<file path="config.mk">
export PLATFORM = sky130hd
export DESIGN_NAME = mwo_phase
export DESIGN_NICKNAME = d
export VERILOG_FILES = /design/src/sv/mwo_pkg.sv /design/src/sv/mwo_phase.sv
export SDC_FILE = /design/constraint.sdc
export NUM_CORES = 2
export LEC_CHECK = 0
export ABC_AREA = 1
export CAP_MARGIN = 5
export CORE_AREA = 2 2 213 215
export CTS_BUF_LIST = sky130_fd_sc_hd__clkbuf_4 sky130_fd_sc_hd__clkbuf_8
export CTS_CLUSTER_DIAMETER = 100
export DETAILED_ROUTE_END_ITERATION = 16
export DIE_AREA = 0 0 215 217
export DONT_BUFFER_PORTS = 1
export HOLD_SLACK_MARGIN = 0.03
export PLACE_DENSITY_LB_ADDON = 0.15
export SLEW_MARGIN = 10
export SYNTH_ARGS = -nofsm -noshare
export SYNTH_HDL_FRONTEND = slang
export SYNTH_SLANG_ARGS = --single-unit
</file>
<file path="constraint.sdc">
create_clock -name clk -period 6.7 [get_ports clk]
set_clock_uncertainty 0.15 [all_clocks]
set_input_delay 0.335 -clock clk [delete_from_list [all_inputs] [get_ports clk]]
set_output_delay 0.335 -clock clk [all_outputs]
set_load 0.01 [all_outputs]
</file>
<file path="src/sv/mwo_pkg.sv">
// Shared types, register and waveform codes, and the sine table generator for the
// multi-waveform oscillator.
// No dependencies; every other file of the block except mwo_checker imports this package.
package mwo_pkg;

  // default parameter values
  localparam int PHASE_BITS_DEF     = 16;
  localparam int SINE_ADDR_BITS_DEF = 10;
  localparam int SAMPLE_BITS_DEF    = 16;

  // fixed field widths
  localparam int TIME_W     = 48;
  localparam int FREQ_W     = 31;
  localparam int FRAC_W     = 40;
  localparam int DUTY_W     = 16;
  localparam int WAVE_W     = 3;
  localparam int CFG_IDX_W  = 2;
  localparam int CFG_DATA_W = 16;

  // register indexes
  localparam logic [CFG_IDX_W-1:0] REG_WAVE_SEL   = 2'd0;
  localparam logic [CFG_IDX_W-1:0] REG_PULSE_DUTY = 2'd1;

  // waveform codes
  localparam logic [WAVE_W-1:0] WAVE_SINE     = 3'd0;
  localparam logic [WAVE_W-1:0] WAVE_TRIANGLE = 3'd1;
  localparam logic [WAVE_W-1:0] WAVE_SAW      = 3'd2;
  localparam logic [WAVE_W-1:0] WAVE_SQUARE   = 3'd3;
  localparam logic [WAVE_W-1:0] WAVE_SILENCE  = 3'd4;
  localparam logic [WAVE_W-1:0] WAVE_PULSE    = 3'd5;

  // register reset values
  localparam logic [WAVE_W-1:0] WAVE_RESET = WAVE_SINE;
  localparam logic [DUTY_W-1:0] DUTY_RESET = 16'h8000;

  // pi/2 in Q30
  localparam logic [63:0] HALF_PI_Q30 = 64'd1686629713;

  // live configuration handed to the shaping stages
  typedef struct packed {
    logic [WAVE_W-1:0] wave_sel;
    logic [DUTY_W-1:0] pulse_duty;
  } cfg_t;

  // restoring long division, only evaluated while the table is built
  function automatic logic [63:0] udiv64(logic [63:0] num, logic [63:0] den);
    logic [63:0] quo;
    logic [64:0] rem;
    quo = '0;
    rem = '0;
    for (int b = 63; b >= 0; b--) begin
      rem = {rem[63:0], num[b]};
      if (rem >= {1'b0, den}) begin
        rem    = rem - {1'b0, den};
        quo[b] = 1'b1;
      end
    end
    return quo;
  endfunction

  // one quarter-wave table entry, Taylor series to x^15 in Q30, rounded half up
  function automatic logic [31:0] sine_entry(int k, int addr_bits, int sample_bits);
    logic [63:0]        x;
    logic [63:0]        x2;
    logic [63:0]        term;
    logic [63:0]        den;
    logic [63:0]        maxv;
    logic signed [63:0] sum;
    int                 sh;
    maxv = (64'd1 << (sample_bits - 1)) - 64'd1;
    if (k >= (1 << addr_bits)) begin
      return maxv[31:0];
    end
    x    = (HALF_PI_Q30 * 64'(k)) >> addr_bits;
    x2   = (x * x) >> 30;
    term = x;
    sum  = $signed(x);
    for (int n = 1; n <= 7; n++) begin
      den  = 64'((2 * n) * (2 * n + 1));
      term = udiv64((term * x2) >> 30, den);
      if ((n % 2) == 1) begin
        sum = sum - $signed(term);
      end else begin
        sum = sum + $signed(term);
      end
    end
    if (sum < 0) begin
      sum = 64'sd0;
    end
    sh  = 31 - sample_bits;
    sum = $signed(($unsigned(sum) + (64'd1 << (sh - 1))) >> sh);
    if (sum > $signed(maxv)) begin
      sum = $signed(maxv);
    end
    return sum[31:0];
  endfunction

endpackage

</file>
<file path="src/sv/mwo_phase.sv">
// Phase pipeline: split multiply of time by frequency, then the fold that keeps
// the 40 fraction bits and cuts them to the phase width.
// Depends on mwo_pkg.
module mwo_phase #(
  parameter int PHASE_BITS = mwo_pkg::PHASE_BITS_DEF
) (
  input  logic                        clk,
  input  logic                        rst_n,
  input  logic                        in_valid,
  input  logic [mwo_pkg::TIME_W-1:0]  elapsed_time,
  input  logic [mwo_pkg::FREQ_W-1:0]  note_frequency,
  output logic                        phase_valid,
  output logic [PHASE_BITS-1:0]       phase
);
  import mwo_pkg::*;

  localparam int LO_T_W  = 24;
  localparam int HI_T_W  = FRAC_W - LO_T_W;
  localparam int LO_P_W  = LO_T_W + FREQ_W;

  logic [LO_P_W-1:0] mul_lo;
  logic [HI_T_W-1:0] mul_hi;
  logic [FRAC_W-1:0] prod_lo_r;
  logic [HI_T_W-1:0] prod_hi_r;
  logic              v1_r;
  logic [FRAC_W-1:0] frac;
  logic [PHASE_BITS-1:0] phase_r;
  logic              v2_r;

  // partial products: low time bits by full frequency, and the part of the
  // upper time bits that still lands inside the fraction
  assign mul_lo = LO_P_W'(elapsed_time[LO_T_W-1:0]) * LO_P_W'(note_frequency);
  assign mul_hi = elapsed_time[LO_T_W +: HI_T_W] * note_frequency[HI_T_W-1:0];

  // stage 1: products
  always_ff @(posedge clk) begin
    prod_lo_r <= mul_lo[FRAC_W-1:0];
    prod_hi_r <= mul_hi;
  end

  always_ff @(posedge clk) begin
    if (!rst_n) begin
      v1_r <= 1'b0;
      v2_r <= 1'b0;
    end else begin
      v1_r <= in_valid;
      v2_r <= v1_r;
    end
  end

  // stage 2: fold into 40 fraction bits, keep the top phase bits
  assign frac = prod_lo_r + {prod_hi_r, {LO_T_W{1'b0}}};

  always_ff @(posedge clk) begin
    phase_r <= frac[FRAC_W-1 -: PHASE_BITS];
  end

  assign phase_valid = v2_r;
  assign phase       = phase_r;

endmodule

</file>
Yosys cells after proc, flatten, opt, wreduce, memory -nomap -nowiden --
Index checks and enable logic that the tools add are counted.
Cells by class: multiply operators 2, add/subtract/negate cells 1
Operators by type and width (number):
- $add 40x40->40 | 1
- $mul 24x31->40 | 1
- $mul 16x16->16 | 1
Word-level totals: register bits after elaboration 74, output and inout port bits 17

Depth between registers and ports, before layout --
depth after elaboration 1, depth in mapped cells 30, depth with buffers taken out 28

Worst setup path before layout --
Ideal clock, no wire load.
path kind input to register, from in note_frequency[11] in the netlist's numbering, to reg prod_lo_r[29], arrival 5865 ps, stages 27, setup slack 573 ps, setup time 112 ps, buffers on the path 2, path through clkbuf_1 buf_1 nand2_1 fa_1 inv_1 fa_1 inv_1 fa_1 inv_1 fa_1 inv_1 fa_1 inv_1 fa_1 inv_1 fa_1 inv_1 ha_1 a21oi_1 o21ai_0 a21o_1 a21oi_1 nand2_1 nand2_1 nand2_1 nand2_1 nand2_1
Between the ends: cells in the longest elaborated chain, start to end 1
RTL lines:
- from (decl) | line mwo_phase.sv:11 | input logic [mwo_pkg::FREQ_W-1:0] note_frequency,
- $mul 24x31->40 | line mwo_phase.sv:32 | assign mul_lo = LO_P_W'(elapsed_time[LO_T_W-1:0]) * LO_P_W'(note_frequency);
- via mul_lo[29] | line mwo_phase.sv:21 | logic [LO_P_W-1:0] mul_lo;
- to (signal assigned) | line mwo_phase.sv:37 | prod_lo_r <= mul_lo[FRAC_W-1:0];
- to (decl) | line mwo_phase.sv:23 | logic [FRAC_W-1:0] prod_lo_r;
The timed path passes the listed nets, and every way through them passes these cells. A chain may end at the register's enable or synchronous reset.

Final worst setup path --
from in elapsed_time[0] in the netlist's numbering, to reg prod_lo_r[37]
Between the ends: cells in the longest elaborated chain, start to end 1
RTL lines:
- from (decl) | line mwo_phase.sv:10 | input logic [mwo_pkg::TIME_W-1:0] elapsed_time,
- $mul 24x31->40 | line mwo_phase.sv:32
- via mul_lo[37] | line mwo_phase.sv:21
The timed path passes the listed nets, and every way through them passes these cells.

==> metrics.yaml <==
path_common_cell: "fa_1"
num_io_pins: 99
ys_types: 37
final_nets: 4272
worstPathCellList: "nand2_1 -> inv_1 -> fa_1 -> fa_1 -> inv_1 -> fa_1 -> inv_1 -> fa_1 -> fa_1 -> fa_1 -> inv_1 -> fa_1 -> inv_1 -> ha_1 -> inv_1 -> o21ai_0 -> a21oi_1 -> a21oi_1 -> nor2_1 -> nand3_1 -> xor2_1"
async_flop_share_pct: 0
drc: 0
drive_above_1_share_pct: 0.705
path_clk_slew_ns: 0.09
yosys.area_share.simple_pct: 18.0
status: "finished clean"
drtIter0Drc: 1413
wl_met2_mm: 35.9
whs_ns: 0.0862
hold_depth: 3
row_count: 78
worst-path-buf-inv: 6
synth_edf_count: 0
critPathKind: "in -> reg"
finalSetupViolations: 0
final_cell_mix: "1155 x inv_1, 1035 x nand2_1, 614 x fa_1"
cts_buffers: 5
hold_class: "in -> reg"
path_delay_family: "adder cells"
insertion_delay_ns: 0.32
cp-end-kind: "flop"
yosysWarningCount: 0
syn_area_per_cell_um2: 7.43
met1_length_mm: 28.3
clockBufferDepth: 2
hpwl_mm: 55.2
arrival_ns: 5.95
dieArea_um2: 46700
final_common_cell: "inv_1"
synth_compound_area_share_pct: 3.11
io_buffers: 0
cts_setup_buffers: 0
synth_top_family_by_area: "adder cells"
grt_max_degree: 41
min_period_over_period_pct: 88.2
path_depth: 21
wire_per_inst_um: 18.5
die_h_um: 217
via_per_inst: 5.28
synthFlopType: "dfxtp_1"
wl_met3_mm: 7.08
worst_slew_pin_slew_ns: 0.577
grt_pass1_wl_mm: 120
crit_required_ns: 6.74
setup_tns_ns: 0
rsz0062_at_grt: "no"
cts_tree: "done"
synth_cells: 3550
drtPass1Iterations: 9
grt.total_usage_pct: 33.2
antenna_cells: 0
place.gp.congestion: 0.877
hold_viol: 0
cts.htree.levels: 2
synth_xor_area_share_pct: 1.39
start_util_pct: 59.0
maxCapViolations: 0
max_freq_ghz: 0.169
netlist_area_um2: 26400
core_um2: 44700
clkSinkCount: 50
synth-seq-cells: 50
die_w_um: 215
synthesis.nets: 4419
area_delta_synth_final_pct: 1.11
root_buffer: "clkbuf_8"
min_period_ns: 5.91
grt-ovfl-total: 0
seq_area_frac_synth_pct: 3.79
reg2reg_depth: 7
slew_headroom_pct: 61.2
cp_max_fo: 30
via_count: 21200
antenna_found_initial: 0
finalWirelength_mm: 74.1
start_kind: "input pin"
top_layer: "met4"
n_fill_cell: 4203
synthAdderAreaFrac_pct: 54.8
grt_pass1_vias: 22800
crit_slowest_cell: "fa_1"
ant_nets: 0
synthMuxAreaShare_pct: 0
final_max_slew_viol_count: 0
critPathMaxStageDelay_ns: 0.54
==> stage by stage <==
step                util (%)  instances  setup WS, ns  area (um^2)
floorplan                  -       3550         0.573        26400
global placement        59.3       3992         0.569        26500
detailed placement      59.3       3992         0.534        26500
CTS                     59.7       4004         0.850        26700
global route            59.7       4004         0.570        26700
finish                  59.7       4004         0.792        26700
==> worst min-delay path, stage by stage <==
cell and delay (ns):
nand2_1 0.04, inv_1 0.04, ha_1 0.11
==> per-layer routing <==
metal | vias to the layer above | GRT usage (%)
met3 | 208 | 7.20
li1 | 9504 | -
met1 | 10500 | 41.8
met2 | 912 | 57.0
met4 | 0 | 11.2
met5 | - | 0
==> cells by family (layout without fill, tap and decap cells) <==
family / count (synthesis) / count (layout)
xor gates and xnor gates: 42 / 42
and+or+nand+nor: 1211 / 1211
AOI/OAI and AO/OA: 144 / 144
DFF: 50 / 50
buffers and inverters: 1316 / 1170
adders and majority gates: 787 / 787
==> path summary, 6_finish.rpt <==
check	to	start	slack, ns
worst max-delay path	prod_lo_r[37]	elapsed_time[0]	0.79
worst min register to register	phase_valid	v1_r	0.27
worst min-delay path	prod_hi_r[1]	elapsed_time[25]	0.09
worst max register to register	phase[14]	prod_lo_r[24]	4.54
==> cell usage after synthesis, drive strengths merged (9+ instances only) <==
library cell  instances  area (um^2)
a31oi                 9         56.3
o21bai               10         78.8
nor3                 10         60.1
nor2                 73          284
ha                  173         2160
xor2                 30          263
a21o                 13         97.6
xnor2                12          105
nand3b                9         67.6
fa                  614        12300
clkbuf              108          408
dfxtp                50         1000
buf                  50          233
o21ai                36          180
nand3                67          335
nand2              1040         3920
a21oi                66          330
inv                1158         4350
==> repair_timing <==
| action | in CTS | in global routing |
|---|---|---|
| resized for setup | 0 | 0 |
| hold buffers | 4 | 0 |
| endpoints found under the hold margin | 3 | 0 |
==> layout make-up <==
cell class | instances | area (um^2) | area share [%]
inverter | 1158 | 4350 | 16.3
timing repair buffer | 4 | 40.0 | 0.150
sequential | 50 | 1000 | 3.75
tap | 600 | 751 | 2.81
multi-input combinational | 2184 | 20400 | 76.4
clock buffer | 6 | 82.6 | 0.310
clock inverter | 2 | 60.1 | 0.225
==> sequential cells by signal, indices dropped and copies added (netlist names) <==
register     cells
v1_r             1
phase_valid      1
prod_hi_r       16
phase           16
prod_lo_r       16
Power is left out: the tool's default activity adds up to more than one toggle a clock period on the data nets, which glitch-free logic cannot reach.
